**config.mk**
```make
export PLATFORM = sky130hd
export DESIGN_NAME = script_text_reindenter_unit
export DESIGN_NICKNAME = d
export VERILOG_FILES = /design/src/design/stri_pkg.sv /design/src/design/script_text_reindenter_unit.sv /design/src/design/stri_front.sv /design/src/design/stri_fifo.sv /design/src/design/stri_back.sv
export SDC_FILE = /design/constraint.sdc
export NUM_CORES = 1
export LEC_CHECK = 0
export BUFFER_PORTS_ARGS = -buffer_cell sky130_fd_sc_hd__buf_2
export CORE_MARGIN = 3
export CORE_UTILIZATION = 60
export DETAILED_ROUTE_END_ITERATION = 12
export PLACE_DENSITY = 0.8
export SLEW_MARGIN = 25
export SYNTH_ARGS = -nofsm -noshare
export SYNTH_HDL_FRONTEND = slang
export SYNTH_SLANG_ARGS = --single-unit
```
**constraint.sdc**
```tcl
create_clock -name clk -period 22.8 [get_ports clk]
set_clock_uncertainty 0.05 [all_clocks]
set_input_delay 4.56 -clock clk [delete_from_list [all_inputs] [get_ports clk]]
set_output_delay 4.56 -clock clk [all_outputs]
set_load 0.02 [all_outputs]
```
**src/design/stri_pkg.sv**
```systemverilog
// Shared types and constants for the script text reindenter.
package stri_pkg;

  localparam int MAX_INDENT      = 4;   // brace nesting that still adds indentation
  localparam int MAX_RESULTS     = 64;  // bytes emitted per source byte, at most
  localparam int NSEG            = 6;   // runs of spaces + one byte, per source byte
  localparam int TOTAL_W         = 7;   // holds the uncapped byte count of one run
  localparam int SEG_IW          = $clog2(NSEG);
  localparam int SEG_CW          = $clog2(NSEG + 1);
  localparam int OUT_CW          = $clog2(MAX_RESULTS);
  localparam int QUEUE_DEPTH_DEF = 4;

  // Input item.
  typedef struct packed {
    logic [7:0] source_byte;
    logic       end_of_text;
  } src_t;

  // Result item.
  typedef struct packed {
    logic [7:0] out_byte;
    logic       has_byte;
    logic       run_last;
    logic       text_done;
  } res_t;

  // nsp spaces, then ch if has is set.
  typedef struct packed {
    logic [4:0] nsp;
    logic [7:0] ch;
    logic       has;
  } seg_t;

  // Work for the back end: everything one source byte expands into.
  typedef struct packed {
    seg_t [NSEG-1:0]    segs;
    logic [TOTAL_W-1:0] total;  // bytes to emit, already capped
    logic               blank;  // nothing to emit: closing result only
    logic               fin;    // last source byte of the text
  } cmd_t;

endpackage

```
**src/design/script_text_reindenter_unit.sv**
```systemverilog
// Top level of the script text reindenter: front end, command queue, back end.
// Usage:
//   Source bytes enter as items on the queue-style input: an item is taken
//   at a clock edge where push is high and full is low. Each item carries
//   one source byte and an end_of_text flag marking the final byte.
//   Formatted bytes leave on the result side: while empty is low the oldest
//   result sits on res, and pop at that edge takes it.
//   The front end classifies a byte in the cycle it is taken and writes a
//   command describing its whole expansion (held spaces, up to five bytes,
//   trailing spaces) into a QUEUE_DEPTH entry queue. A byte that expands to
//   nothing writes no command unless it ends the text. The back end walks one
//   command and emits one byte per cycle into the output register.
//   With an empty queue and a free output, an item's command is written into
//   the queue and its first result then into the output register.
//   Throughput: input takes one item per cycle while the queue has room;
//   output runs at one byte per cycle while the receiver keeps up, and the
//   back end finishes one item's bytes before it starts on the next item's.
//   A stalled receiver holds the output register and stops the back end; the
//   front keeps taking items until the queue fills, then raises full.
//   Reset (synchronous, rst high) clears queue, counters and formatter state.
module script_text_reindenter_unit import stri_pkg::*; #(
  parameter int QUEUE_DEPTH = QUEUE_DEPTH_DEF  // power of two, 2 or more
) (
  input  logic clk,
  input  logic rst,
  input  logic push,
  output logic full,
  input  src_t src,
  output logic empty,
  input  logic pop,
  output res_t res
);

  // front -> queue
  logic q_wr;
  cmd_t q_wdata;
  // queue -> back
  cmd_t q_head;
  logic q_empty;
  logic q_pop;

  stri_front u_front (
    .clk    (clk),
    .rst    (rst),
    .push   (push),
    .src    (src),
    .q_full (full),
    .q_wr   (q_wr),
    .cmd    (q_wdata)
  );

  stri_fifo #(
    .DEPTH (QUEUE_DEPTH)
  ) u_fifo (
    .clk   (clk),
    .rst   (rst),
    .wr    (q_wr),
    .wdata (q_wdata),
    .full  (full),
    .rd    (q_pop),
    .rdata (q_head),
    .empty (q_empty)
  );

  // Back end drains the queue head a byte at a time.
  stri_back u_back (
    .clk     (clk),
    .rst     (rst),
    .ent     (q_head),
    .q_empty (q_empty),
    .q_pop   (q_pop),
    .pop     (pop),
    .empty   (empty),
    .res     (res)
  );

endmodule

```
**src/design/stri_front.sv**
```systemverilog
// Front end: accepts source bytes, tracks formatter state, builds the expansion command.
module stri_front import stri_pkg::*; (
  input  logic clk,
  input  logic rst,
  input  logic push,
  input  src_t src,
  input  logic q_full,
  output logic q_wr,
  output cmd_t cmd
);

  typedef enum logic [1:0] {
    HOLD_NONE  = 2'd0,
    HOLD_PLUS  = 2'd1,
    HOLD_MINUS = 2'd2,
    HOLD_EQ    = 2'd3
  } hold_t;

  typedef enum logic [1:0] {
    KIND_NONE    = 2'd0,
    KIND_NEWLINE = 2'd1,
    KIND_OTHER   = 2'd2
  } kind_t;

  localparam logic [7:0] CH_TAB   = 8'h09;
  localparam logic [7:0] CH_LF    = 8'h0A;
  localparam logic [7:0] CH_SP    = 8'h20;
  localparam logic [7:0] CH_DQ    = 8'h22;
  localparam logic [7:0] CH_SQ    = 8'h27;
  localparam logic [7:0] CH_PLUS  = 8'h2B;
  localparam logic [7:0] CH_COMMA = 8'h2C;
  localparam logic [7:0] CH_MINUS = 8'h2D;
  localparam logic [7:0] CH_SEMI  = 8'h3B;
  localparam logic [7:0] CH_EQ    = 8'h3D;
  localparam logic [7:0] CH_BS    = 8'h5C;
  localparam logic [7:0] CH_LBR   = 8'h7B;
  localparam logic [7:0] CH_RBR   = 8'h7D;

  localparam logic signed [4:0] IND_MAX = 5'(MAX_INDENT);
  localparam logic signed [4:0] IND_MIN = 5'b10000;
  localparam logic [4:0]        SP_MAX  = 5'd31;

  // Working state while one byte is expanded.
  typedef struct packed {
    logic [4:0]         pend;
    logic               als;
    kind_t              kind;
    logic [SEG_CW-1:0]  nseg;
    logic [TOTAL_W-1:0] total;
    seg_t [NSEG-1:0]    segs;
  } emu_t;

  function automatic emu_t add_sp(emu_t s, logic [4:0] n);
    emu_t       r;
    logic [5:0] sum;
    r   = s;
    sum = {1'b0, s.pend} + {1'b0, n};
    r.pend = (sum > {1'b0, SP_MAX}) ? SP_MAX : sum[4:0];
    return r;
  endfunction

  // Spaces that a flush emits: all of them at line start, else at most one.
  function automatic logic [4:0] flush_n(emu_t s);
    if (s.als) return s.pend;
    return (s.pend != '0) ? 5'd1 : 5'd0;
  endfunction

  function automatic emu_t put_c(emu_t s, logic [7:0] ch);
    emu_t       r;
    logic [4:0] n;
    r = s;
    if (ch == CH_SP) begin
      r = add_sp(r, 5'd1);
    end else begin
      n = flush_n(r);
      for (int i = 0; i < NSEG; i++) begin
        if (r.nseg == SEG_CW'(i)) begin
          r.segs[i].nsp = n;
          r.segs[i].ch  = ch;
          r.segs[i].has = 1'b1;
        end
      end
      r.nseg  = r.nseg + SEG_CW'(1);
      r.total = r.total + TOTAL_W'(n) + TOTAL_W'(1);
      r.pend  = '0;
      r.als   = (ch == CH_LF);
      r.kind  = (ch == CH_LF) ? KIND_NEWLINE : KIND_OTHER;
    end
    return r;
  endfunction

  // End-of-text flush of held spaces, no byte after them.
  function automatic emu_t flush_tail(emu_t s);
    emu_t       r;
    logic [4:0] n;
    r = s;
    n = flush_n(r);
    if (n != '0) begin
      for (int i = 0; i < NSEG; i++) begin
        if (r.nseg == SEG_CW'(i)) begin
          r.segs[i].nsp = n;
          r.segs[i].ch  = '0;
          r.segs[i].has = 1'b0;
        end
      end
      r.nseg  = r.nseg + SEG_CW'(1);
      r.total = r.total + TOTAL_W'(n);
    end
    r.pend = '0;
    return r;
  endfunction

  function automatic emu_t put_ind(emu_t s, logic signed [4:0] lvl);
    emu_t r;
    r = s;
    if (!lvl[4] && lvl != '0) r = add_sp(r, {lvl[2:0], 2'b00});
    return r;
  endfunction

  function automatic emu_t release_op(emu_t s, hold_t h);
    emu_t r;
    r = s;
    case (h)
      HOLD_PLUS:  r = put_c(r, CH_PLUS);
      HOLD_MINUS: r = put_c(r, CH_MINUS);
      HOLD_EQ: begin
        r = put_c(r, CH_SP);
        r = put_c(r, CH_EQ);
        r = put_c(r, CH_SP);
      end
      default: r = s;
    endcase
    return r;
  endfunction

  function automatic emu_t brace_break(emu_t s);
    emu_t r;
    r = s;
    r.pend = '0;
    if (r.kind == KIND_OTHER) r = put_c(r, CH_LF);
    return r;
  endfunction

  // Formatter state
  logic signed [4:0] indent, indent_next;
  logic              inq, inq_next;
  logic              qsingle, qsingle_next;
  logic              esc, esc_next;
  hold_t             held, held_next;
  logic [4:0]        pend;
  logic              als;
  kind_t             kind;

  emu_t       e;
  logic [7:0] c;
  logic       acc;

  assign c   = src.source_byte;
  assign acc = push && !q_full;

  always_comb begin
    e            = '0;
    e.pend       = pend;
    e.als        = als;
    e.kind       = kind;
    indent_next  = indent;
    inq_next     = inq;
    qsingle_next = qsingle;
    esc_next     = esc;
    held_next    = held;

    if (held != HOLD_NONE && c == CH_EQ) begin
      if (held == HOLD_EQ) begin
        e = put_c(e, CH_EQ);
        e = put_c(e, CH_EQ);
      end else begin
        e = put_c(e, CH_SP);
        e = put_c(e, (held == HOLD_PLUS) ? CH_PLUS : CH_MINUS);
        e = put_c(e, CH_EQ);
        e = put_c(e, CH_SP);
      end
      held_next = HOLD_NONE;
    end else begin
      e = release_op(e, held);
      held_next = HOLD_NONE;
      if (inq) begin
        e = put_c(e, c);
        if (esc) begin
          esc_next = 1'b0;
        end else if (c == CH_BS) begin
          esc_next = 1'b1;
        end else if (c == (qsingle ? CH_SQ : CH_DQ)) begin
          inq_next = 1'b0;
        end
      end else begin
        case (c)
          CH_DQ, CH_SQ: begin
            inq_next     = 1'b1;
            qsingle_next = (c == CH_SQ);
            e = put_c(e, c);
          end
          CH_SP, CH_TAB: begin
            if (e.pend == '0 && e.kind == KIND_OTHER) e = put_c(e, CH_SP);
          end
          CH_PLUS:  held_next = HOLD_PLUS;
          CH_MINUS: held_next = HOLD_MINUS;
          CH_EQ:    held_next = HOLD_EQ;
          CH_LBR: begin
            e = brace_break(e);
            e = put_ind(e, indent);
            e = put_c(e, CH_LBR);
            e = put_c(e, CH_LF);
            if (indent < IND_MAX) indent_next = indent + 5'sd1;
            e = put_ind(e, indent_next);
          end
          CH_RBR: begin
            e = brace_break(e);
            if (indent > IND_MIN) indent_next = indent - 5'sd1;
            e = put_ind(e, indent_next);
            e = put_c(e, CH_RBR);
            e = put_c(e, CH_LF);
            e = put_c(e, CH_LF);
            e = put_ind(e, indent_next);
          end
          CH_SEMI: begin
            e = put_c(e, CH_SEMI);
            e = put_c(e, CH_LF);
            e = put_ind(e, indent);
          end
          CH_COMMA: begin
            e = put_c(e, CH_COMMA);
            e = put_c(e, CH_SP);
          end
          default: e = put_c(e, c);
        endcase
      end
    end

    if (src.end_of_text) begin
      e = release_op(e, held_next);
      held_next = HOLD_NONE;
      e = flush_tail(e);
    end
  end

  assign cmd.segs  = e.segs;
  assign cmd.total = (e.total > TOTAL_W'(MAX_RESULTS)) ? TOTAL_W'(MAX_RESULTS) : e.total;
  assign cmd.blank = (e.total == '0);
  assign cmd.fin   = src.end_of_text;
  assign q_wr      = acc && (e.total != '0 || src.end_of_text);

  always_ff @(posedge clk) begin
    if (rst || (acc && src.end_of_text)) begin
      indent  <= '0;
      inq     <= 1'b0;
      qsingle <= 1'b0;
      esc     <= 1'b0;
      held    <= HOLD_NONE;
      pend    <= '0;
      als     <= 1'b1;
      kind    <= KIND_NONE;
    end else if (acc) begin
      indent  <= indent_next;
      inq     <= inq_next;
      qsingle <= qsingle_next;
      esc     <= esc_next;
      held    <= held_next;
      pend    <= e.pend;
      als     <= e.als;
      kind    <= e.kind;
    end
  end

  a_blank_only_at_end: assert property (@(posedge clk) disable iff (rst)
    q_wr && cmd.blank |-> cmd.fin)
    else $error("blank command pushed before end of text");

  a_indent_range: assert property (@(posedge clk) disable iff (rst)
    acc |=> (indent <= IND_MAX) && (indent >= IND_MIN))
    else $error("indent level left its range");

endmodule

```
**src/design/stri_fifo.sv**
```systemverilog
// Short command queue between front and back end.
module stri_fifo import stri_pkg::*; #(
  parameter int DEPTH = QUEUE_DEPTH_DEF
) (
  input  logic clk,
  input  logic rst,
  input  logic wr,
  input  cmd_t wdata,
  output logic full,
  input  logic rd,
  output cmd_t rdata,
  output logic empty
);

  localparam int AW = $clog2(DEPTH);

  cmd_t          mem [DEPTH];
  logic [AW-1:0] wp, rp;
  logic [AW:0]   count;
  logic          do_wr, do_rd;

  assign full  = (count == (AW + 1)'(DEPTH));
  assign empty = (count == '0);
  assign do_wr = wr && !full;
  assign do_rd = rd && !empty;
  assign rdata = mem[rp];

  always_ff @(posedge clk) begin
    if (do_wr) mem[wp] <= wdata;
  end

  always_ff @(posedge clk) begin
    if (rst) begin
      wp    <= '0;
      rp    <= '0;
      count <= '0;
    end else begin
      if (do_wr) wp <= wp + AW'(1);
      if (do_rd) rp <= rp + AW'(1);
      case ({do_wr, do_rd})
        2'b10:   count <= count + (AW + 1)'(1);
        2'b01:   count <= count - (AW + 1)'(1);
        default: count <= count;
      endcase
    end
  end

  a_count_bound: assert property (@(posedge clk) disable iff (rst)
    count <= (AW + 1)'(DEPTH))
    else $error("queue count beyond depth");

  a_push_visible: assert property (@(posedge clk) disable iff (rst)
    do_wr && !do_rd |=> !empty)
    else $error("written entry not visible");

endmodule

```
**src/design/stri_back.sv**
```systemverilog
// Back end: expands one command into output bytes, one per cycle while the output is free.
module stri_back import stri_pkg::*; (
  input  logic clk,
  input  logic rst,
  input  cmd_t ent,
  input  logic q_empty,
  output logic q_pop,
  input  logic pop,
  output logic empty,
  output res_t res
);

  logic              ov;
  res_t              od;
  logic [SEG_IW-1:0] seg_idx;
  logic [4:0]        sp_cnt;
  logic [OUT_CW-1:0] out_cnt;

  seg_t cur;
  logic prod, last, is_sp;
  res_t nb;

  assign cur   = ent.segs[seg_idx];
  assign prod  = !q_empty && (!ov || pop);
  assign is_sp = (sp_cnt < cur.nsp);
  assign last  = ent.blank || ((TOTAL_W'(out_cnt) + TOTAL_W'(1)) == ent.total);
  assign q_pop = prod && last;

  always_comb begin
    nb.has_byte  = !ent.blank;
    nb.run_last  = last;
    nb.text_done = last && ent.fin;
    if (ent.blank) nb.out_byte = '0;
    else if (is_sp) nb.out_byte = 8'h20;
    else nb.out_byte = cur.ch;
  end

  always_ff @(posedge clk) begin
    if (rst) begin
      ov      <= 1'b0;
      seg_idx <= '0;
      sp_cnt  <= '0;
      out_cnt <= '0;
    end else begin
      if (prod) ov <= 1'b1;
      else if (pop) ov <= 1'b0;
      if (prod) begin
        if (last) begin
          seg_idx <= '0;
          sp_cnt  <= '0;
          out_cnt <= '0;
        end else begin
          out_cnt <= out_cnt + OUT_CW'(1);
          if (is_sp) begin
            sp_cnt <= sp_cnt + 5'd1;
          end else begin
            sp_cnt  <= '0;
            seg_idx <= seg_idx + SEG_IW'(1);
          end
        end
      end
    end
  end

  always_ff @(posedge clk) begin
    if (prod) od <= nb;
  end

  assign empty = !ov;
  assign res   = od;

  a_pop_nonempty: assert property (@(posedge clk) disable iff (rst)
    q_pop |-> !q_empty)
    else $error("command popped from empty queue");

  a_within_segs: assert property (@(posedge clk) disable iff (rst)
    prod && !ent.blank |-> is_sp || cur.has)
    else $error("expansion ran past its segments");

endmodule

```
==> results.ini <==
[worst_setup_path]
crit_type=in2reg
reg2reg_slack_ns=12.42
crit_buf_inv=4
crit_path_start_kind=primary input
path_depth=34
cp.arrival_ns=12.64
cp_slowest_cell=a41oi_4
worst_r2r_endpoint=u_fifo.count[2]$_SDFFE_PP0P_
rr_worst_depth=37
cp_max_fo=26
cp-endpoint=u_fifo.count[2]$_SDFFE_PP0P_
crit_family=compound AO/OA/AOI/OAI gates
r2r-start=u_front.pend[0]$_SDFFE_PP0P_
cp_slowest_stage_delay_ns=0.77
crit_path_frequent_cell=a21oi_1
cp_data_required_time_ns=23.19
crit_path_end_kind=flop
startpoint=src[3]

[placement]
gp_congestion=1.028
port_buffers=25
post-dp-hpwl_mm=43.59

[final_layout]
num-nets-final=2010
n_antenna_cell=0
final_common_cell=edfxtp_1
fill_cells=2505
area_delta_synth_final_pct=8.162
drive_gt1_frac=0.1229
layout_common_cells=319 x edfxtp_1, 210 x nor2_1, 124 x a21oi_1

[timing]
hold_slack_ns=0.4284
worst_pin_slew_ns=1.183
fmax_mhz=81.65
period_minus_slack_ns=12.25
fin_tns_setup_ns=0
setup_viol=0
hold_viol_final=0
drv_slew=0
relSlewSlack=0.2052
rsz0062_at_grt=no
finalCritPeriodShare=0.5371

[power_and_ir_drop]
netSwitchingPower_mw=0.5362
pwr-share-clk=0.320
seq_power_share=0.454
power.density_nw_per_um2=81.52
p_leak_nw=8.251
pwr-share-comb=0.226
irDropWorstVdd_uv=81.66
p_int_mw=1.348
p_sw_frac=0.2846

[logic_synthesis]
syn-cell-area_um2=21370
synth_area_per_cell_um2=11.20
async_flop_share=0
synth_enable_flop_cells=319
ys_types=110
synth_top_area_frac=0.4483
synth_largest_area_cell=edfxtp_1
synth.area.top_cells=edfxtp_1 45%, mux4_2 8.9%, ha_1 4.4%
yosysWarnings=0
synthCells=1908
synthFlopType=edfxtp_1
ys_seq_area_frac=0.4876
ys_seq_elements=361

[worst_hold_path]
hp-class=reg2reg
hold_depth=2
hp-start=u_back.ov$_SDFFE_PP0P_

[clock_network]
clkTransAtPathRegs_ns=0.06
post_cts.repair.setup_buffers=0
clockBufferDepth=3
tritoncts.num_buffers=37
cts_resized=0
cts_tree=done
cts_root_buffer=clkbuf_16
htree_levels=2
hold_buffers=0
clk_latency_ns=0.52
clock-sinks=361

[global_route]
grt_pass1_vias=16291
grt_use_total=0.3288
grt_first_pass_wirelength_mm=96.70
globalRouteOverflowTotal=0
grt_start_max_net_pins=66
antenna_found_initial=1

[detailed_routing]
dr.pass1.iters=6
drt-total-wl_mm=63.22
drc=0
drtAntennaViolNets=0
via_per_inst=6.936
drt_iter0_drc=2056
routedWlPerCell_um=26.35
vias=16640

[run]
drv_cap=0

[floorplan]
core.rowCount=68
ioPinCount=26
dieArea_um2=37920
core_region_area_um2=34800
start_util=0.6141
die_h_um=194.7
chipWidth_um=194.7

[outcome]
status=finished clean

-- metrics by stage --
stage               setup slack (ns)  instance area, um^2  utilization  total power [mW]  std cells
finish                         10.55                23110       0.6642             1.884       2399
global route                   10.06                23110       0.6642             1.955       2399
CTS                            10.68                23110       0.6642             1.892       2399
detailed placement             10.23                21910       0.6295             1.287       2333
global placement               10.39                21910       0.6295             1.270       2333
floorplan                      10.89                21500            -             1.172       1943
-- registers in the layout (all words and copies together) (netlist names), 2 cells and up, named ones only --
register / count
u_back.out_cnt: 6
u_front.indent: 5
u_fifo.mem: 308
u_fifo.count: 3
u_fifo.wp: 2
u_front.kind: 2
u_back.sp_cnt: 5
u_back.res: 11
u_front.held: 2
u_fifo.rp: 2
u_back.seg_idx: 3
u_front.pend: 5
-- power groups by stage --
stage               logic [mW]  clock network (mW)  registers (mW)
floorplan                0.322                   0           0.850
global route             0.457               0.633           0.865
global placement         0.408                   0           0.862
finish                   0.426               0.603           0.855
CTS                      0.426               0.609           0.857
detailed placement       0.419                   0           0.868
-- cell families after synthesis --
family                   share of synthesized area
AO/OA/AOI/OAI                               0.1459
XOR/XNOR                                   0.03367
adder cells (fa/ha/maj)                    0.04860
buffers and inverters                      0.03449
flip-flops                                  0.4876
multiplexers                                0.1047
other                                    0.0001755
AND/OR/NAND/NOR                             0.1448
-- cell type report --
| cell class | instances | area [um^2] | area share |
|---|---|---|---|
| Clock buffer | 55 | 1086 | 0.04699 |
| Clock inverter | 11 | 120.1 | 0.005197 |
| Tap cell | 455 | 569.3 | 0.02463 |
| Multi-Input combinational cell | 1400 | 10360 | 0.4481 |
| Sequential cell | 361 | 10430 | 0.4512 |
| Inverter | 70 | 262.8 | 0.01137 |
| Timing Repair Buffer | 47 | 290.3 | 0.01256 |
-- Yosys cell counts, types with 38 or more instances --
master	number
edfxtp_1	319
nor2_1	210
a21oi_1	124
nand2_1	114
o21ai_0	107
mux4_2	84
ha_1	75
clkbuf_1	69
inv_1	67
nor3_1	48
nand3_1	47
dfxtp_1	42
xnor2_1	39
xor2_1	38
-- layer usage --
metal  up-vias  wire [um]  global-route usage
met3       241       5549             0.05408
met5         -         14                   0
met4         2       3773              0.1668
li1       7267          -                   -
met2      1072      30320              0.5459
met1      8058      23570              0.4208
-- how the worst min path moves through the flow --
| stage | to |
|---|---|
| finish | u_back.ov$_SDFFE_PP0P_ |
| global route | u_front.esc$_SDFFE_PP0P_ |
| CTS | u_back.ov$_SDFFE_PP0P_ |
| detailed placement | u_back.ov$_SDFFE_PP0P_ |
| global placement | u_back.ov$_SDFFE_PP0P_ |
| floorplan | u_back.ov$_SDFFE_PP0P_ |
-- tightest hold or removal path, cell delays in order (launching register included) --
cell     delay, ns
dfxtp_1       0.32
nand2_1       0.06
a21oi_1       0.05
(Power assumes the default switching activity.)
